File: src/design/normal_angle_deviation_tracker_defines.svh
// Assertion macros used by the top-level design file.
`ifndef NORMAL_ANGLE_DEVIATION_TRACKER_DEFINES_SVH
`define NORMAL_ANGLE_DEVIATION_TRACKER_DEFINES_SVH
`ifndef ASSERT_OFF
`define NADT_ASSERT_IMP(lbl, ante, cons, msg) \
  lbl: assert property (@(posedge clk) disable iff (!rst_n) (ante) |-> (cons)) \
    else $error(msg);
`define NADT_ASSERT_NXT(lbl, ante, cons, msg) \
  lbl: assert property (@(posedge clk) disable iff (!rst_n) (ante) |=> (cons)) \
    else $error(msg);
`else
`define NADT_ASSERT_IMP(lbl, ante, cons, msg)
`define NADT_ASSERT_NXT(lbl, ante, cons, msg)
`endif
`endif

File: src/design/nadt_pkg.sv
package nadt_pkg;

  localparam int COMP_W   = 16;
  localparam int OPND_W   = 33;
  localparam int PROD_W   = 2 * OPND_W;
  localparam int DOT_W    = 34;
  localparam int RAD_W    = 64;
  localparam int ROOT_W   = 32;
  localparam int XY_W     = 36;
  localparam int ACC_W    = 26;
  localparam int ANGLE_W  = 16;
  localparam int IDX_W    = 21;
  localparam int TOL_W    = 8;
  localparam int CORDIC_STEPS = 20;
  localparam int MUL_OPS  = 12;

  localparam logic [IDX_W-1:0]        MAX_TRIANGLES = IDX_W'(1048576);
  localparam logic signed [ACC_W-1:0] DEG90  = ACC_W'(5898240);
  localparam logic signed [ACC_W-1:0] DEG180 = ACC_W'(11796480);

  typedef logic signed [COMP_W-1:0] comp_t;
  typedef logic [ANGLE_W-1:0]       angle_t;

  function automatic logic signed [ACC_W-1:0] atan_step(input logic [4:0] i);
    logic signed [ACC_W-1:0] v;
    case (i)
      5'd0:  v = ACC_W'(2949120);
      5'd1:  v = ACC_W'(1740967);
      5'd2:  v = ACC_W'(919879);
      5'd3:  v = ACC_W'(466945);
      5'd4:  v = ACC_W'(234379);
      5'd5:  v = ACC_W'(117304);
      5'd6:  v = ACC_W'(58666);
      5'd7:  v = ACC_W'(29335);
      5'd8:  v = ACC_W'(14668);
      5'd9:  v = ACC_W'(7334);
      5'd10: v = ACC_W'(3667);
      5'd11: v = ACC_W'(1833);
      5'd12: v = ACC_W'(917);
      5'd13: v = ACC_W'(458);
      5'd14: v = ACC_W'(229);
      5'd15: v = ACC_W'(115);
      5'd16: v = ACC_W'(57);
      5'd17: v = ACC_W'(29);
      5'd18: v = ACC_W'(14);
      5'd19: v = ACC_W'(7);
      default: v = '0;
    endcase
    return v;
  endfunction

endpackage

File: src/design/nadt_mul.sv
module nadt_mul (
  input  logic                                 clk,
  input  logic signed [nadt_pkg::OPND_W-1:0]   op_a,
  input  logic signed [nadt_pkg::OPND_W-1:0]   op_b,
  output logic signed [nadt_pkg::PROD_W-1:0]   prod_r
);
  import nadt_pkg::*;

  always_ff @(posedge clk) begin
    prod_r <= op_a * op_b;
  end

endmodule

File: config.mk
export PLATFORM = sky130hd
export DESIGN_NAME = nadt_mul
export DESIGN_NICKNAME = d
export VERILOG_FILES = /design/src/design/normal_angle_deviation_tracker_defines.svh /design/src/design/nadt_pkg.sv /design/src/design/nadt_mul.sv
export SDC_FILE = /design/constraint.sdc
export NUM_CORES = 2
export LEC_CHECK = 0
export ABC_AREA = 1
export BUFFER_PORTS_ARGS = -buffer_cell sky130_fd_sc_hd__buf_2
export CAP_MARGIN = 20
export CORE_MARGIN = 5
export CORE_UTILIZATION = 49
export CTS_CLUSTER_DIAMETER = 50
export DETAILED_ROUTE_END_ITERATION = 10
export GPL_ROUTABILITY_DRIVEN = 1
export PLACE_DENSITY = 0.65
export SYNTH_ARGS = -nofsm -noshare
export SYNTH_HDL_FRONTEND = slang
export SYNTH_SLANG_ARGS = --single-unit
File: constraint.sdc
create_clock -name clk -period 11.25 [get_ports clk]
set_input_delay 3.375 -clock clk [delete_from_list [all_inputs] [get_ports clk]]
set_output_delay 3.375 -clock clk [all_outputs]
set_load 0.005 [all_outputs]
==> out/results.txt <==
Status: finished, final reports clean
Largest net degree at the start of global routing: 35
I/O pin total: 133
Tmin final: 10.39 ns
Total GRT Usage: 0.270
Area of the multi-input gates: 0.0338 mm²
FF+latch area: 0.00132 mm²
Post-DRT Antenna Nets: 0
Endpoints failing setup: 0
Syn Inst Count: 5543
Layout cell share with drive strength beyond 1: 0.0504
PortBufs: 132
Core box area: 0.0872 mm²
Htree depth: 3
Final Cell Area: 0.0451 mm²
Top fanout value on the critical path: 19
Final Cycle Share: 0.924
Worst-margin pin slew: 1.04 ns
Critical setup path kind: in -> reg
Slew margin rel.: 0.309
CTS tree: done
Hpwl dp: 104 mm
Initial antenna violation count: 3
Most frequent cells in the layout: inv_1 (1894), nand2_1 (1517), fa_1 (1145)
Die area: 0.0941 mm²
Synth unique cells: 35
DRT iter0 DRCs: 1956
Sequential fraction of the synthesis area: 0.0306
Post-CTS Setup Bufs: 0
Total gr overflow: 0
CTS Sinks: 66
Mapped Area: 0.0432 mm²
Nets@finish: 6921
Largest regs: prod_r: 66 flops
Syn Area/Cell: 7.79 µm²
Setup crit end kind: flip-flop
Hold Violations, Final: 0
MaxCap Viol Count: 0
First-pass GRT wire length: 200 mm
CP required: 11.49 ns
Worst hold start: op_a[0]
DRC viols: 0
Detailed Routing Iterations Pass 1: 5
Post-Route WL: 122 mm
Post-CTS Resized: 0
Die X-Extent: 307 µm
GP Congestion: 0.955
Commonest non-fill, non-tap cell in the layout: inv_1
Hold Crit Depth: 4
Yosys warning count: 0
Arr. time, crit path: 10.63 ns
Routed wire per std cell: 18.3 µm
Largest register FFs: 66
WHS: 3.77 ns
Pins Over Slew Limit: 0
Total CTS buffers: 9
Root Buffer: clkbuf_16
Starting Density: 0.495
Placed inst area: 0.0448 mm²
Hold buffers post-CTS: 0
Area Growth Syn to Fin: 4.57%
Setup crit start kind: input pin
Vias: 32759
Final Util: 0.518
Seq cells post-synth: 66
Synthesized Nets: 6972
Vias in the first global route: 36436
CTS clk-pin slew, worst paths: 0.06 ns
Max frequency: 96.2 MHz
Hold Path Class: in -> reg
Setup TNS: 0 ns
Filler cells: 8513
Most flop-heavy register: prod_r
RSZ-0062 raised after global routing: no
Vias per Instance: 4.92
Max clock buf depth: 2
Die Ht: 307 µm
Rows: 108
Hold Path Sink: prod_r[0]
==> worst max path at each step <==
stage / start / endpoint / depth (start not counted)
floorplan: op_a[32] / prod_r[60] / 23
global placement: op_b[9] / prod_r[62] / 21
detailed placement: op_b[18] / prod_r[58] / 23
CTS: op_a[17] / prod_r[37] / 23
global route: op_b[10] / prod_r[62] / 21
finish: op_b[10] / prod_r[57] / 21
==> per-layer routing <==
metal | vias to the layer above | global-route usage | share of wire
met5 | - | 0 | 0.000057
met4 | 2 | 0.0772 | 0.035
met3 | 224 | 0.0276 | 0.055
met2 | 1027 | 0.487 | 0.51
met1 | 16627 | 0.347 | 0.40
li1 | 14879 | - | -
==> cells by family after synthesis <==
kind of cell / share of synthesized area
buf+inv: 0.188
compound gates: 0.0138
xor+xnor: 0.00832
flops: 0.0306
simple gates: 0.166
fa+ha+maj: 0.594
==> final cells by class <==
cell class                      instances  area share
Inverter                             1895       0.158
Timing Repair Buffer                  201      0.0264
Clock buffer                            9     0.00499
Antenna cell                            2    0.000111
Tap cell                             1155      0.0320
Multi-Input combinational cell       3319       0.748
Clock inverter                          6     0.00205
Sequential cell                        66      0.0293
==> synthesized netlist by cell type, drive strengths merged <==
cell type  count  area, µm²
nor2         154        651
inv         1895       7110
xnor2          4       35.0
clkbuf       262        983
dfxtp         66       1320
o21a           1       7.51
nand3b         3       22.5
o21bai        14        105
nor3           8       45.0
fa          1145      22900
a21o           2       15.0
or2            6       37.5
nor4           5       37.5
nand2       1534       5800
xor2          37        324
o21ai         23        119
nand3         78        430
buf            1       3.75
and2           3       18.8
a21oi         65        340
nand4         19        119
ha           217       2720
a21boi         1       7.51
==> critical path, stage by stage <==
cell and delay, ns:
buf_2 0.49, nand2_1 0.20, fa_1 0.65, fa_1 0.47
fa_1 0.58, inv_1 0.08, fa_1 1.02, fa_1 0.56
fa_1 0.50, fa_1 0.49, inv_1 0.05, fa_1 0.48
inv_1 0.04, ha_1 0.42, nand2_1 0.14, nor2_1 0.26
nand3_1 0.19, nor2_1 0.21, o21ai_0 0.21, nand4_1 0.15
nand2_1 0.06
==> stage by stage <==
step	instances	setup WS (ns)
after floorplan	5543	1.12
after global placement	6636	0.512
after detailed placement	6636	0.514
after CTS	6651	0.868
after global routing	6651	0.495
final	6653	0.856
Power is not shown: default switching activity piles up to over one toggle a cycle in this logic, so the estimate is an artifact.
