`config.mk`:
```
export PLATFORM = sky130hd
export DESIGN_NAME = nadt_isqrt
export DESIGN_NICKNAME = d
export VERILOG_FILES = /design/src/design/normal_angle_deviation_tracker_defines.svh /design/src/design/nadt_pkg.sv /design/src/design/nadt_isqrt.sv
export SDC_FILE = /design/constraint.sdc
export NUM_CORES = 1
export LEC_CHECK = 0
export BUFFER_PORTS_ARGS = -buffer_cell sky130_fd_sc_hd__buf_2
export CAP_MARGIN = 20
export CELL_PAD_IN_SITES_DETAIL_PLACEMENT = 0
export CELL_PAD_IN_SITES_GLOBAL_PLACEMENT = 2
export CORE_MARGIN = 2
export CORE_UTILIZATION = 39
export DETAILED_ROUTE_END_ITERATION = 7
export PLACE_DENSITY = 0.87
export SLEW_MARGIN = 20
export SYNTH_ARGS = -nofsm -noshare
export SYNTH_HDL_FRONTEND = slang
export SYNTH_SLANG_ARGS = --single-unit
```
`constraint.sdc`:
```
create_clock -name clk -period 9.2 [get_ports clk]
set_clock_uncertainty 0.05 [all_clocks]
set_input_delay 0.46 -clock clk [delete_from_list [all_inputs] [get_ports clk]]
set_output_delay 0.46 -clock clk [all_outputs]
set_load 0.02 [all_outputs]
```
`src/design/normal_angle_deviation_tracker_defines.svh`:
```
// Assertion macros used by the top-level design file.
`ifndef NORMAL_ANGLE_DEVIATION_TRACKER_DEFINES_SVH
`define NORMAL_ANGLE_DEVIATION_TRACKER_DEFINES_SVH
`ifndef ASSERT_OFF
`define NADT_ASSERT_IMP(lbl, ante, cons, msg) \
  lbl: assert property (@(posedge clk) disable iff (!rst_n) (ante) |-> (cons)) \
    else $error(msg);
`define NADT_ASSERT_NXT(lbl, ante, cons, msg) \
  lbl: assert property (@(posedge clk) disable iff (!rst_n) (ante) |=> (cons)) \
    else $error(msg);
`else
`define NADT_ASSERT_IMP(lbl, ante, cons, msg)
`define NADT_ASSERT_NXT(lbl, ante, cons, msg)
`endif
`endif

```
`src/design/nadt_pkg.sv`:
```
package nadt_pkg;

  localparam int COMP_W   = 16;
  localparam int OPND_W   = 33;
  localparam int PROD_W   = 2 * OPND_W;
  localparam int DOT_W    = 34;
  localparam int RAD_W    = 64;
  localparam int ROOT_W   = 32;
  localparam int XY_W     = 36;
  localparam int ACC_W    = 26;
  localparam int ANGLE_W  = 16;
  localparam int IDX_W    = 21;
  localparam int TOL_W    = 8;
  localparam int CORDIC_STEPS = 20;
  localparam int MUL_OPS  = 12;

  localparam logic [IDX_W-1:0]        MAX_TRIANGLES = IDX_W'(1048576);
  localparam logic signed [ACC_W-1:0] DEG90  = ACC_W'(5898240);
  localparam logic signed [ACC_W-1:0] DEG180 = ACC_W'(11796480);

  typedef logic signed [COMP_W-1:0] comp_t;
  typedef logic [ANGLE_W-1:0]       angle_t;

  function automatic logic signed [ACC_W-1:0] atan_step(input logic [4:0] i);
    logic signed [ACC_W-1:0] v;
    case (i)
      5'd0:  v = ACC_W'(2949120);
      5'd1:  v = ACC_W'(1740967);
      5'd2:  v = ACC_W'(919879);
      5'd3:  v = ACC_W'(466945);
      5'd4:  v = ACC_W'(234379);
      5'd5:  v = ACC_W'(117304);
      5'd6:  v = ACC_W'(58666);
      5'd7:  v = ACC_W'(29335);
      5'd8:  v = ACC_W'(14668);
      5'd9:  v = ACC_W'(7334);
      5'd10: v = ACC_W'(3667);
      5'd11: v = ACC_W'(1833);
      5'd12: v = ACC_W'(917);
      5'd13: v = ACC_W'(458);
      5'd14: v = ACC_W'(229);
      5'd15: v = ACC_W'(115);
      5'd16: v = ACC_W'(57);
      5'd17: v = ACC_W'(29);
      5'd18: v = ACC_W'(14);
      5'd19: v = ACC_W'(7);
      default: v = '0;
    endcase
    return v;
  endfunction

endpackage

```
`src/design/nadt_isqrt.sv`:
```
module nadt_isqrt (
  input  logic                          clk,
  input  logic                          rst_n,
  input  logic                          start,
  input  logic [nadt_pkg::RAD_W-1:0]    radicand,
  output logic                          done,
  output logic [nadt_pkg::ROOT_W-1:0]   root
);
  import nadt_pkg::*;

  typedef enum logic [1:0] {SQ_IDLE, SQ_RUN, SQ_DONE} sq_state_t;

  sq_state_t        state_r, state_nxt;
  logic [RAD_W-1:0] rem_r, rem_nxt;
  logic [RAD_W-1:0] res_r, res_nxt;
  logic [RAD_W-1:0] bit_r, bit_nxt;
  logic [4:0]       cnt_r, cnt_nxt;
  logic [RAD_W-1:0] trial;

  assign trial = res_r + bit_r;
  assign done  = (state_r == SQ_DONE);
  assign root  = res_r[ROOT_W-1:0];

  always_comb begin
    state_nxt = state_r;
    rem_nxt   = rem_r;
    res_nxt   = res_r;
    bit_nxt   = bit_r;
    cnt_nxt   = cnt_r;
    unique case (state_r)
      SQ_IDLE: begin
        if (start) begin
          rem_nxt   = radicand;
          res_nxt   = '0;
          bit_nxt   = RAD_W'(1) << (RAD_W - 2);
          cnt_nxt   = '0;
          state_nxt = SQ_RUN;
        end
      end
      SQ_RUN: begin
        if (rem_r >= trial) begin
          rem_nxt = rem_r - trial;
          res_nxt = (res_r >> 1) + bit_r;
        end else begin
          res_nxt = res_r >> 1;
        end
        bit_nxt = bit_r >> 2;
        cnt_nxt = cnt_r + 5'd1;
        if (cnt_r == 5'd31) begin
          state_nxt = SQ_DONE;
        end
      end
      SQ_DONE: begin
        state_nxt = SQ_IDLE;
      end
      default: state_nxt = SQ_IDLE;
    endcase
  end

  always_ff @(posedge clk) begin
    if (!rst_n) begin
      state_r <= SQ_IDLE;
      cnt_r   <= '0;
    end else begin
      state_r <= state_nxt;
      cnt_r   <= cnt_nxt;
    end
    rem_r <= rem_nxt;
    res_r <= res_nxt;
    bit_r <= bit_nxt;
  end

endmodule

```
==> results.py <==
metrics = {
    "global_route": {
        "grt_start_max_net_pins": 102,
        "antenna_violations_before_repair": 0,
        "globalRouteTotalUtil_pct": 22.47,
        "first_global_vias": 13529,
        "first_pass_grt_wire_length_um": 73710,
        "grt_overflow_total": 0,
    },
    "yosys": {
        "ys_seq_area_share_pct": 31.56,
        "warnings_synthesis": 0,
        "async_set_reset_flop_share_out_of_synthesis_pct": 0,
        "synth.net_count": 2053,
        "synth_common_cells": "sky130_fd_sc_hd__nand2_1 (209), sky130_fd_sc_hd__nor2_1 (164), sky130_fd_sc_hd__o21ai_0 (163), sky130_fd_sc_hd__edfxtp_1 (160), sky130_fd_sc_hd__ha_1 (132)",
        "post_synth_edffs": 160,
        "muxShareOfSynthArea_pct": 0.7667,
        "synth-compound-area-share_pct": 24.32,
        "yosysMostFrequentCell": "sky130_fd_sc_hd__nand2_1",
        "synth_xor_area_share_pct": 9.447,
        "synth_simple_gate_area_share_pct": 18.70,
        "syn_area_per_cell_um2": 8.455,
        "netlist.area_leader.share_pct": 30.67,
        "synth_area_leader_cell": "sky130_fd_sc_hd__edfxtp_1",
        "synth.lib_cells_used.distinct": 78,
        "synth_adder_area_share_pct": 10.67,
        "synth_ff_type": "sky130_fd_sc_hd__edfxtp_1",
        "number_of_instances_in_the_synthesized_netlist": 1853,
        "netlist_area_um2": 15670,
        "postSynthRegisterBits": 167,
        "synth_top_cells_by_area": "sky130_fd_sc_hd__edfxtp_1 (31%), sky130_fd_sc_hd__ha_1 (11%), sky130_fd_sc_hd__xor2_1 (5.3%)",
        "synth_top_family_by_area": "compound AO/OA/AOI/OAI gates",
    },
    "sta": {
        "hold_violations": 0,
        "setup_viol": 0,
        "worstMarginPinSlew_ps": 1024,
        "max-slew-margin-rel_pct": 31.76,
        "timing.final.max_slew_violations": 0,
        "achievable-frequency_ghz": 0.1439,
        "post-route-min-period_ps": 6947,
        "post-route-period-util_pct": 75.51,
        "sum_of_negative_setup_slack_ps": 0,
        "grt_setup_unrepaired": "false",
    },
    "placed_design": {
        "place_congestion": 0.8910,
        "dp_hpwl_um": 35480,
        "io_buffers": 99,
    },
    "clock_network": {
        "cts_hold_buffers": 0,
        "cts_repair_resizes": 0,
        "clk_transition_reported_paths_ps": 70,
        "post_cts_buffers": 0,
        "numClockSinks": 167,
        "clock_tree_from_tritoncts": "yes",
        "number_of_buffers_added_by_the_clock_tree_synthesis_step": 17,
        "cts_max_path_buffers": 2,
        "cts.root.buffer_cell": "sky130_fd_sc_hd__clkbuf_16",
        "clock_latency_ps": 480,
        "cts_max_level": 4,
    },
    "routing": {
        "dr_total_vias": 13909,
        "antenna_violating_nets_post_route": 0,
        "first_pass_iters": 5,
        "finalWirelength_um": 46440,
        "drc": 0,
        "drt_iter0_drc": 976,
        "drt-vias-per-instance": 5.788,
        "wl_per_cell_um": 19.32,
    },
    "finish": {
        "final.fill_count": 4017,
        "multiInputGateArea_um2": 10040,
        "flow.area_growth_from_synthesis_pct": 8.154,
        "drive_gt1_share_pct": 9.643,
        "register_area_um2": 4945,
        "nNetsFinal": 2065,
    },
    "critical_path": {
        "maximum_fanout_along_the_worst_path": 48,
        "setup.worst_path.end_class": "flip-flop",
        "timing.reg2reg.setup_slack_ps": 2250,
        "path_delay_family": "compound AO/OA/AOI/OAI gates",
        "path_class": "reg -> reg",
        "cp_slowest_stage_delay_ps": 840,
        "crit_buf_inv": 1,
        "crit_top_cell": "sky130_fd_sc_hd__ha_1",
        "required_ps": 9250,
        "setup.worst_path.start_class": "flip-flop",
        "crit_slowest_cell": "sky130_fd_sc_hd__o41a_2",
        "cp.arrival_ps": 7000,
        "crit_path_cell_trace": "ha_1, ha_1, a21oi_1, o21ai_0, a311oi_1, or4_4, a41oi_2, a211oi_1, nor2_1, or4_1, and3_1, ha_1, and4_1, and3_1, and2_1, nand2_1, o41a_2, a21oi_4, buf_4",
    },
    "floorplan": {
        "fp.dieArea_um2": 41790,
        "die_width_um": 204.4,
        "start_util_pct": 39.43,
        "coreArea_um2": 39730,
        "chipHeight_um": 204.4,
        "ios": 100,
        "rows": 73,
    },
    "power_and_ir_drop": {
        "ir_worst_vdd_uv": 140.1,
        "static_leakage_nw": 6.581,
        "total_power_mw": 4.505,
        "power_per_cell_area_nw_per_um2": 265.8,
    },
    "job": {
        "max-cap-violations": 0,
    },
    "run_status": {
        "run_status": "completed",
    },
    "worst_hold_path": {
        "worst_hold_path_type": "in -> reg",
    },
}
[per-layer routing]
metal | vias to the layer above | track usage, % | share of wire [%]
li1 | 6892 | - | -
met1 | 6640 | 28.04 | 44
met2 | 328 | 40.06 | 50
met3 | 49 | 3.045 | 4.0
met4 | 0 | 6.806 | 2.1
met5 | - | 0 | 0
[logic make-up (layout without fill, tap and decap cells)]
kind of cell / Yosys count / count (layout)
AO/OA/AOI/OAI: 600 / 600
AND/OR/NAND/NOR: 621 / 621
multiplexers: 12 / 12
XOR/XNOR: 169 / 169
adder cells (fa/ha/maj): 133 / 133
buffers and inverters: 151 / 175
other: 0 / 1
flip-flops: 167 / 167
[power by group]
group	total [mW]	internal [mW]	switching (mW)
Combinational	2.52	0.941	1.58
Clock	0.784	0.451	0.333
Sequential	1.20	1.04	0.158
Total	4.50	2.43	2.07
[cell type report]
cell class	count	area share [%]
inverters	40	0.9304
multi-input cells	1535	59.26
well taps	525	3.877
repair buffers	104	3.146
flip-flops and latches	167	29.18
clock inverters	13	1.056
clock buffers	18	2.533
diodes	1	0.01477
[flip-flops by register name, summed over array words and instances, names as in the netlist]
name and cells:
bit_r 32, cnt_r 5, rem_r 64, res_r 64, state_r 2
[stage by stage]
step | instances | utilization (%) | cell area (µm²) | setup slack [ps] | hold slack [ps]
2_1_floorplan | 1853 | - | 15670 | 1011 | 379.5
3_3_place_gp | 2371 | 41.11 | 16330 | 2412 | 450.0
3_5_place_dp | 2371 | 41.11 | 16330 | 2260 | 462.4
4_1_cts | 2402 | 42.64 | 16940 | 2231 | 191.7
5_1_grt | 2402 | 42.64 | 16940 | 1638 | 208.0
6_report | 2403 | 42.65 | 16950 | 2253 | 207.1
[tightest hold or removal path, stage by stage]
cell and delay [ps]:
sky130_fd_sc_hd__buf_2 80, sky130_fd_sc_hd__nand2_1 30, sky130_fd_sc_hd__o21ai_0 50
[worst paths after layout]
kind                start        end  depth (start not counted)
max reg2reg      res_r[0]  rem_r[57]                         19
min reg2reg      cnt_r[3]   cnt_r[3]                          1
min          radicand[38]  rem_r[38]                          3
max              res_r[0]  rem_r[57]                         19
[cells in the final DEF, fill, tap and decap left out, types with 13 or more instances in the layout]
master and count:
sky130_fd_sc_hd__o31ai_1 14, sky130_fd_sc_hd__ha_1 132, sky130_fd_sc_hd__a31o_2 19, sky130_fd_sc_hd__or3_1 14, sky130_fd_sc_hd__nand4_1 47, sky130_fd_sc_hd__nor2b_1 22
sky130_fd_sc_hd__o21ai_1 13, sky130_fd_sc_hd__nand2_1 209, sky130_fd_sc_hd__and3_1 14, sky130_fd_sc_hd__inv_1 38, sky130_fd_sc_hd__xor2_1 95, sky130_fd_sc_hd__a31oi_1 74
sky130_fd_sc_hd__xnor2_1 74, sky130_fd_sc_hd__nor3_1 34, sky130_fd_sc_hd__and2_1 41, sky130_fd_sc_hd__clkbuf_16 17, sky130_fd_sc_hd__nand3_1 28, sky130_fd_sc_hd__o21ai_0 163
sky130_fd_sc_hd__buf_2 99, sky130_fd_sc_hd__a211oi_1 25, sky130_fd_sc_hd__nor2_1 163, sky130_fd_sc_hd__a21oi_1 129, sky130_fd_sc_hd__o21bai_1 30, sky130_fd_sc_hd__a21o_1 46
sky130_fd_sc_hd__edfxtp_1 160
Note: power is estimated with default switching activity, not from simulation.
