==> config.mk <==
export PLATFORM = sky130hd
export DESIGN_NAME = nadt_cordic
export DESIGN_NICKNAME = d
export VERILOG_FILES = /design/src/design/normal_angle_deviation_tracker_defines.svh /design/src/design/nadt_pkg.sv /design/src/design/nadt_cordic.sv
export SDC_FILE = /design/constraint.sdc
export NUM_CORES = 1
export LEC_CHECK = 0
export BUFFER_PORTS_ARGS = -buffer_cell sky130_fd_sc_hd__buf_2
export CORE_MARGIN = 5
export CORE_UTILIZATION = 50
export CTS_CLUSTER_SIZE = 30
export DETAILED_ROUTE_END_ITERATION = 16
export PLACE_DENSITY = 0.68
export SYNTH_ARGS = -nofsm -noshare
export SYNTH_HDL_FRONTEND = slang
export SYNTH_SLANG_ARGS = --single-unit
==> constraint.sdc <==
create_clock -name clk -period 8.7 [get_ports clk]
set_input_delay 1.305 -clock clk [delete_from_list [all_inputs] [get_ports clk]]
set_output_delay 1.305 -clock clk [all_outputs]
set_load 0.02 [all_outputs]
==> src/design/normal_angle_deviation_tracker_defines.svh <==
// Assertion macros used by the top-level design file.
`ifndef NORMAL_ANGLE_DEVIATION_TRACKER_DEFINES_SVH
`define NORMAL_ANGLE_DEVIATION_TRACKER_DEFINES_SVH
`ifndef ASSERT_OFF
`define NADT_ASSERT_IMP(lbl, ante, cons, msg) \
  lbl: assert property (@(posedge clk) disable iff (!rst_n) (ante) |-> (cons)) \
    else $error(msg);
`define NADT_ASSERT_NXT(lbl, ante, cons, msg) \
  lbl: assert property (@(posedge clk) disable iff (!rst_n) (ante) |=> (cons)) \
    else $error(msg);
`else
`define NADT_ASSERT_IMP(lbl, ante, cons, msg)
`define NADT_ASSERT_NXT(lbl, ante, cons, msg)
`endif
`endif

==> src/design/nadt_pkg.sv <==
package nadt_pkg;

  localparam int COMP_W   = 16;
  localparam int OPND_W   = 33;
  localparam int PROD_W   = 2 * OPND_W;
  localparam int DOT_W    = 34;
  localparam int RAD_W    = 64;
  localparam int ROOT_W   = 32;
  localparam int XY_W     = 36;
  localparam int ACC_W    = 26;
  localparam int ANGLE_W  = 16;
  localparam int IDX_W    = 21;
  localparam int TOL_W    = 8;
  localparam int CORDIC_STEPS = 20;
  localparam int MUL_OPS  = 12;

  localparam logic [IDX_W-1:0]        MAX_TRIANGLES = IDX_W'(1048576);
  localparam logic signed [ACC_W-1:0] DEG90  = ACC_W'(5898240);
  localparam logic signed [ACC_W-1:0] DEG180 = ACC_W'(11796480);

  typedef logic signed [COMP_W-1:0] comp_t;
  typedef logic [ANGLE_W-1:0]       angle_t;

  function automatic logic signed [ACC_W-1:0] atan_step(input logic [4:0] i);
    logic signed [ACC_W-1:0] v;
    case (i)
      5'd0:  v = ACC_W'(2949120);
      5'd1:  v = ACC_W'(1740967);
      5'd2:  v = ACC_W'(919879);
      5'd3:  v = ACC_W'(466945);
      5'd4:  v = ACC_W'(234379);
      5'd5:  v = ACC_W'(117304);
      5'd6:  v = ACC_W'(58666);
      5'd7:  v = ACC_W'(29335);
      5'd8:  v = ACC_W'(14668);
      5'd9:  v = ACC_W'(7334);
      5'd10: v = ACC_W'(3667);
      5'd11: v = ACC_W'(1833);
      5'd12: v = ACC_W'(917);
      5'd13: v = ACC_W'(458);
      5'd14: v = ACC_W'(229);
      5'd15: v = ACC_W'(115);
      5'd16: v = ACC_W'(57);
      5'd17: v = ACC_W'(29);
      5'd18: v = ACC_W'(14);
      5'd19: v = ACC_W'(7);
      default: v = '0;
    endcase
    return v;
  endfunction

endpackage

==> src/design/nadt_cordic.sv <==
module nadt_cordic (
  input  logic                                clk,
  input  logic                                rst_n,
  input  logic                                start,
  input  logic signed [nadt_pkg::DOT_W-1:0]   dot,
  input  logic [nadt_pkg::ROOT_W-1:0]         cross_len,
  output logic                                done,
  output nadt_pkg::angle_t                    angle
);
  import nadt_pkg::*;

  typedef enum logic [1:0] {CR_IDLE, CR_RUN, CR_DONE} cr_state_t;

  cr_state_t               state_r, state_nxt;
  logic signed [XY_W-1:0]  x_r, x_nxt, y_r, y_nxt;
  logic signed [ACC_W-1:0] acc_r, acc_nxt;
  logic [4:0]              cnt_r, cnt_nxt;
  logic signed [XY_W-1:0]  dx, dy;
  logic signed [ACC_W-1:0] acc_cl;
  logic [ACC_W-1:0]        acc_rnd;

  assign dx = y_r >>> cnt_r;
  assign dy = x_r >>> cnt_r;

  always_comb begin
    if (acc_r < 0) begin
      acc_cl = '0;
    end else if (acc_r > DEG180) begin
      acc_cl = DEG180;
    end else begin
      acc_cl = acc_r;
    end
    acc_rnd = $unsigned(acc_cl) + ACC_W'(128);
  end

  assign angle = acc_rnd[ANGLE_W+7:8];
  assign done  = (state_r == CR_DONE);

  always_comb begin
    state_nxt = state_r;
    x_nxt     = x_r;
    y_nxt     = y_r;
    acc_nxt   = acc_r;
    cnt_nxt   = cnt_r;
    unique case (state_r)
      CR_IDLE: begin
        if (start) begin
          cnt_nxt = '0;
          if (dot < 0) begin
            x_nxt   = XY_W'($signed({1'b0, cross_len}));
            y_nxt   = -XY_W'(dot);
            acc_nxt = DEG90;
          end else begin
            x_nxt   = XY_W'(dot);
            y_nxt   = XY_W'($signed({1'b0, cross_len}));
            acc_nxt = '0;
          end
          state_nxt = CR_RUN;
        end
      end
      CR_RUN: begin
        if (y_r >= 0) begin
          x_nxt   = x_r + dx;
          y_nxt   = y_r - dy;
          acc_nxt = acc_r + atan_step(cnt_r);
        end else begin
          x_nxt   = x_r - dx;
          y_nxt   = y_r + dy;
          acc_nxt = acc_r - atan_step(cnt_r);
        end
        cnt_nxt = cnt_r + 5'd1;
        if (cnt_r == 5'(CORDIC_STEPS - 1)) begin
          state_nxt = CR_DONE;
        end
      end
      CR_DONE: begin
        state_nxt = CR_IDLE;
      end
      default: state_nxt = CR_IDLE;
    endcase
  end

  always_ff @(posedge clk) begin
    if (!rst_n) begin
      state_r <= CR_IDLE;
      cnt_r   <= '0;
    end else begin
      state_r <= state_nxt;
      cnt_r   <= cnt_nxt;
    end
    x_r   <= x_nxt;
    y_r   <= y_nxt;
    acc_r <= acc_nxt;
  end

endmodule

==> impl_metrics.csv, run 1 <==
group,metric,value,unit
outcome,status,"completed",
synthesis,ys_types,88,
synthesis,async_flop_share,0,%
min_path,hold_path_class,"reg -> reg",
place,place_area,0.01954,sq mm
floorplan,die_w,204.1,um
setup_path,cp.arrival,7.58,ns
synthesis,ys_ff_latch,127,
synthesis,syn_inst,2223,
clock_tree,post-cts-setup-buffer-count,0,
floorplan,fp-row-count,71,
drt,firstDrtPassIters,6,
global_routing,grt_max_degree,96,
place,port_buffers,85,
global_routing,grt_first_pass_wirelength,110800,um
clock_tree,cts_resized,0,
clock_tree,cts-root-buf,"clkbuf_16",
floorplan,fp.dieH,204.1,um
synthesis,syn_area,0.01885,sq mm
drt,vias,18740,
global_routing,antenna_found_initial,6,
finish,drive_gt1_share,14.09,%
clock_tree,numCtsBuffers,17,
clock_tree,clock-sinks,127,
timing,finClkSkew,0.01321,ns
pwr,design_power_total,9.163,mW
clock_tree,clock_latency,0.46,ns
clock_tree,clockBufferDepth,2,
timing,setup_violations,0,
timing,hold-worst-slack,0.5655,ns
place,routabilityCongestion,1.017,
synthesis,post-synth-top-area-cell,"edfxtp_1",
global_routing,grt.total_usage,34.84,%
drt,via_per_inst,6.796,
finish,final_util,53.81,%
synthesis,synth_top_area_share,15.62,%
pwr,leakagePower,7.887,nW
drt,route.detailed.drc,0,
floorplan,initial_core_util,50.39,%
finish,final_nets,2409,
timing,period_share,84.81,%
place,dp.cells,2721,
synthesis,seq_area_frac_synth,18.70,%
synthesis,synth_warnings,0,
setup_path,path_cells,"buf_12 -> mux4_2 -> mux4_2 -> a2111oi_0 -> o2111ai_1 -> nor3_2 -> nand2_1 -> o21ai_0 -> xor2_1 -> nor2_1 -> ha_1 -> and2_1 -> o31ai_1 -> a21oi_1 -> nor4b_1 -> o221a_2 -> nor2_1 -> a41oi_1 -> a21boi_0 -> o21ai_0 -> o31ai_1",
setup_path,cp_data_required_time,8.91,ns
setup_path,cp-start-kind,"flip-flop",
global_routing,overflow,0,
timing,rsz0062_at_grt,"false",
timing,finalHoldViolations,0,
setup_path,critPathMaxFanout,60,
finish,areaGrowthSynthToFinish,6.792,%
finish,n_fill_cell,3475,
place,dpl_worst_slack,1.434,ns
synthesis,synthFlopType,"edfxtp_1",
drt,drt-wirelength-per-cell,26.88,um
synthesis,synth.area.top_cells,"edfxtp_1, mux4_2, ha_1",
clock_tree,tritoncts,"built",
floorplan,dieArea,0.04167,sq mm
timing,slew_headroom,6.302,%
clock_tree,ctsHoldBuffers,0,
finish,final_cells,2757,
timing,layout_setup_ws,1.322,ns
clock_tree,h-tree-depth,4,
setup_path,reg2reg_slack,1.32,ns
synthesis,synth_edf_count,98,
timing,worstMarginPinSlew,1.395,ns
timing,fmax,135.5,MHz
synthesis,avgSynthCellArea,8.478,sq um
pwr,vdd_drop_max,283.9,uV
setup_path,worstSetupEndpointType,"flip-flop",
drt,drt_iter0_drc,2252,
timing,period_minus_slack,7.378,ns
global_routing,grt_pass1_vias,17920,
floorplan,io_pins,86,
setup_path,cpPeakStageDelay,0.90,ns
timing,totalNegativeSetupSlack,0,ns
pwr,power.density,455.3,mW/mm^2
floorplan,core-area,0.03740,sq mm
drt,antenna_left,0,
drt,wl,74100,um
place,place_hpwl,56960,um
timing,slew_violations,0,
setup_path,crit_slowest_cell,"dfxtp_4",
synthesis,syn_nets,2403,
setup_path,crit_type,"reg -> reg",
finish,fin_area,0.02013,sq mm
job,cap_viol_max_count,0,
clock_tree,cts.clk_slew.worst_paths,0.07,ns
-- synthesized netlist by cell type, types with 17 or more instances --
cell type / n
nor4_1: 22
mux4_2: 93
nand3_1: 45
inv_1: 46
or3_1: 20
a21oi_1: 148
a211oi_1: 37
nor2b_1: 32
mux2_2: 34
nand2_1: 202
o21a_1: 19
o22ai_1: 24
mux2i_1: 119
nor3_1: 54
a31oi_1: 26
nor2_1: 206
and3_1: 29
xor2_1: 89
o21ai_0: 145
clkbuf_1: 63
ha_1: 108
buf_2: 23
nand2b_1: 31
edfxtp_1: 98
o31ai_1: 22
a21o_1: 57
buf_1: 17
dfxtp_1: 29
xnor2_1: 108
-- layout by cell type (no fill, tap or decap), drive strengths merged, types with 9 or more instances in the layout --
master | synthesis | final
nand2 | 202 | 202
dfxtp | 29 | 29
and3 | 29 | 29
inv | 49 | 56
and2 | 16 | 16
xnor2 | 109 | 109
mux2i | 119 | 119
or2 | 16 | 16
o22ai | 24 | 24
nand4 | 16 | 16
a21oi | 148 | 148
clkbuf | 63 | 23
mux2 | 35 | 35
xor2 | 89 | 89
nand2b | 31 | 31
nand3 | 45 | 45
o41ai | 10 | 10
ha | 108 | 108
mux4 | 93 | 93
nor2 | 206 | 206
o21ai | 145 | 145
o21bai | 14 | 14
a31oi | 26 | 26
o31ai | 22 | 22
or3 | 20 | 20
a221oi | 9 | 9
a21o | 57 | 57
buf | 64 | 114
nor2b | 32 | 32
a22oi | 13 | 13
or4 | 14 | 14
edfxtp | 98 | 98
nor4 | 22 | 22
a211oi | 38 | 38
nor3 | 56 | 56
o21a | 19 | 19
-- critical path, delay by kind of cell, from the launching register on --
family,cells,cell delay [ns]
flip-flops,1,0.90
AND/OR/NAND/NOR,6,1.29
XOR/XNOR,1,0.19
multiplexers,2,1.09
AO/OA/AOI/OAI,10,2.78
adder cells (fa/ha/maj),1,0.41
buffers and inverters,1,0.36
-- report_power, final --
part	switching [mW]	internal (mW)	total [mW]
registers	0.613	0.980	1.59
clock network	0.312	0.417	0.730
logic	3.95	2.89	6.84
total	4.88	4.29	9.16
-- final timing paths --
path	depth (start not counted)	to	from
worst max-delay path	21	x_r[33]	cnt_r[1]
worst min register to register	1	state_r[0]	state_r[0]
worst max register to register	21	x_r[33]	cnt_r[1]
worst min-delay path	1	state_r[0]	state_r[0]
-- metal layers --
layer	part of all wire (%)	wire (um)	GRT usage (%)	vias up
met4	6.1	4532	17.92	2
met2	45	33310	54.89	1021
met1	39	28980	45.83	9015
met5	0.013	10	0	-
li1	-	-	-	8479
met3	9.8	7268	6.490	219
-- cell type report --
cell class	instances	area (sq um)	share of cell area, %
Tap cell	511	639.4	3.177
Multi-Input combinational cell	1918	14500	72.04
Clock inverter	9	66.31	0.3295
Antenna cell	4	10.01	0.04974
Sequential cell	127	3537	17.58
Timing Repair Buffer	114	670.6	3.332
Inverter	51	193.9	0.9636
Clock buffer	23	510.5	2.537
-- logic make-up after synthesis --
logic type	synth area share (%)
fa+ha+maj	7.489
mux	19.53
compound gates	21.91
flops	18.70
simple gates	18.68
buf+inv	4.455
xor+xnor	9.242
(Power assumes the default switching activity.)
==> run 2, diff against run 1 <==
--- a/config.mk
+++ b/config.mk
@@ -5,12 +5,13 @@
 export SDC_FILE = /design/constraint.sdc
 export NUM_CORES = 1
 export LEC_CHECK = 0
+export ABC_AREA = 1
 export BUFFER_PORTS_ARGS = -buffer_cell sky130_fd_sc_hd__buf_2
 export CORE_MARGIN = 5
 export CORE_UTILIZATION = 50
 export CTS_CLUSTER_SIZE = 30
 export DETAILED_ROUTE_END_ITERATION = 16
-export PLACE_DENSITY = 0.68
+export PLACE_DENSITY = 0.71
 export SYNTH_ARGS = -nofsm -noshare
 export SYNTH_HDL_FRONTEND = slang
 export SYNTH_SLANG_ARGS = --single-unit
==> constraint.sdc (replaced) <==
create_clock -name clk -period 6.1 [get_ports clk]
set_input_delay 0.915 -clock clk [delete_from_list [all_inputs] [get_ports clk]]
set_output_delay 0.915 -clock clk [all_outputs]
set_load 0.02 [all_outputs]
==> run 2 against run 1 <==
- fmax rose by 37%
- first-iteration DRC count is 26% higher
- non-clock buffer count fell by 1
- total power fell by 16%
- combinational power is 24% lower
- highest routed layer unchanged
==> impl_metrics.csv, run 2 <==
group,metric,value,unit
outcome,status,"completed",
setup_path,cp.arrival,5.64,ns
timing,slew_headroom,23.38,%
synthesis,synth_edf_count,98,
finish,most-common-layout-cells,"nand2_1, nand3_1, nor2_1",
drt,antenna_left,0,
synthesis,synth_common_cells,"nand2_1, nand3_1, nor2_1",
pwr,combPwrFrac,68.3,%
drt,vias,21650,
clock_tree,post-cts-setup-buffer-count,0,
setup_path,cp_data_required_time,6.35,ns
pwr,power_frac_seq,18.4,%
global_routing,grt_pass1_vias,19130,
synthesis,async_flop_share,0,%
synthesis,synth.area.top_cells,"nand2_1, edfxtp_1, nand3_1",
global_routing,antenna_found_initial,2,
synthesis,syn_nets,3245,
synthesis,synth_warnings,0,
place,place_hpwl,59280,um
finish,final_util,53.60,%
min_path,hold_path_class,"reg -> reg",
timing,slew_violations,0,
place,dpl_worst_slack,0.9807,ns
pwr,p_switching,4.300,mW
place,place_area,0.01893,sq mm
synthesis,avgSynthCellArea,5.965,sq um
pwr,design_power_total,7.655,mW
clock_tree,clock-sinks,127,
timing,finClkSkew,0.01396,ns
setup_path,worstSetupEndpointType,"flip-flop",
floorplan,dieArea,0.04049,sq mm
timing,setup_violations,0,
timing,rsz0062_at_grt,"false",
finish,drive_gt1_share,7.127,%
drt,drt-met1-wl,32760,um
pwr,leakagePower,9.302,nW
global_routing,grt_max_degree,78,
place,routabilityCongestion,1.078,
clock_tree,tritoncts,"built",
synthesis,syn_area,0.01828,sq mm
clock_tree,cts_resized,0,
global_routing,overflow,0,
global_routing,grt_first_pass_wirelength,111800,um
drt,firstDrtPassIters,7,
drt,dr_wl_met2,29390,um
clock_tree,cts-root-buf,"clkbuf_16",
setup_path,cp-start-kind,"flip-flop",
synthesis,ys_types,58,
finish,fin_area,0.01948,sq mm
pwr,vdd_drop_max,231.5,uV
timing,worstMarginPinSlew,1.137,ns
timing,fmax,185.6,MHz
finish,areaGrowthSynthToFinish,6.549,%
drt,wl,74830,um
finish,final_nets,3254,
clock_tree,ctsHoldBuffers,0,
drt,via_per_inst,6.087,
clock_tree,h-tree-depth,4,
floorplan,die_w,201.2,um
pwr,internal_power,3.356,mW
setup_path,critPathMaxFanout,70,
timing,period_share,88.34,%
synthesis,ys_ff_latch,127,
synthesis,yosysMostFrequentCell,"nand2_1",
floorplan,fp-row-count,70,
drt,route.detailed.drc,0,
clock_tree,clock_latency,0.46,ns
timing,totalNegativeSetupSlack,0,ns
drt,drt_iter0_drc,2829,
floorplan,initial_core_util,50.30,%
timing,period_minus_slack,5.389,ns
floorplan,io_pins,86,
synthesis,seq_area_frac_synth,19.27,%
drt,drt-wirelength-per-cell,21.04,um
place,port_buffers,85,
pwr,p_sw_share,56.17,%
timing,layout_setup_ws,0.7114,ns
clock_tree,numCtsBuffers,17,
timing,hold-worst-slack,0.6603,ns
finish,final_cells,3556,
floorplan,core-area,0.03635,sq mm
place,dp.cells,3523,
synthesis,synthFlopType,"edfxtp_1",
job,cap_viol_max_count,0,
clock_tree,cts.clk_slew.worst_paths,0.06,ns
synthesis,syn_inst,3065,
synthesis,synth_top_area_share,18.37,%
clock_tree,clockBufferDepth,2,
pwr,power.density,392.9,mW/mm^2
pwr,p_clk_share,13.2,%
drt,route.met3.wl,9448,um
floorplan,fp.dieH,201.2,um
synthesis,post-synth-top-area-cell,"nand2_1",
setup_path,crit_type,"reg -> reg",
timing,finalHoldViolations,0,
drt,top_layer,"met5",
finish,final_common_cell,"nand2_1",
global_routing,grt.total_usage,35.13,%
[run 2: path summary, 6_finish.rpt]
path / cells after the start / slack (ns) / endpoint / startpoint
worst min-delay path: 3 / 0.66 / state_r[0] / state_r[0]
worst min register to register: 3 / 0.66 / state_r[0] / state_r[0]
worst max register to register: 24 / 0.71 / x_r[22] / cnt_r[1]
worst max-delay path: 24 / 0.71 / x_r[22] / cnt_r[1]
[run 2: layout make-up]
type	count	area, sq um
fillers	3824	16870
multi-input cells	2563	13190
inverters	252	955.9
diodes	1	2.502
clock buffers	19	464.2
well taps	468	585.6
flip-flops and latches	127	3528
repair buffers	113	673.1
clock inverters	13	82.58
[run 2: power by group through the flow]
stage	registers (mW)	logic, mW	clock network, mW
detailed placement	1.41	5.01	0
floorplan	1.27	3.65	0
CTS	1.40	5.06	1.02
global route	1.41	5.73	1.06
finish	1.41	5.23	1.01
global placement	1.41	4.98	0
[run 2: metal layers]
metal / GRT usage [%] / up-vias
met3: 10.33 / 177
li1: - / 10360
met2: 49.17 / 1221
met4: 12.79 / 2
met5: 0 / -
met1: 51.01 / 9888
[run 2: cell families (layout without fill, tap and decap cells)]
logic type / count (synthesis) / after routing / share of synthesized area (%)
buffers and inverters: 375 / 397 / 8.609
flip-flops: 127 / 127 / 19.27
AND/OR/NAND/NOR: 1809 / 1809 / 42.56
AO/OA/AOI/OAI: 512 / 512 / 15.57
adder cells (fa/ha/maj): 111 / 111 / 7.719
XOR/XNOR: 131 / 131 / 6.275
other: 0 / 1 / 0
[run 2: critical path: stages, from the launching register on]
cell and delay (ns):
dfxtp_2 0.35, buf_4 0.63, nand3_1 0.21, nand3_1 0.18, nand3_1 0.16, nand2_1 0.10, nand2_1 0.09, nand2_1 0.16
nand2_1 0.10, nor2_2 0.13, nand2_4 0.10, o31ai_1 0.26, xor2_1 0.22, inv_1 0.07, ha_1 0.37, a21oi_1 0.21
a21boi_0 0.18, o21ai_0 0.18, nand2_1 0.11, nand2_1 0.11, a21oi_1 0.35, o21bai_1 0.15, xor2_1 0.49, nand2_1 0.08
o21ai_0 0.15
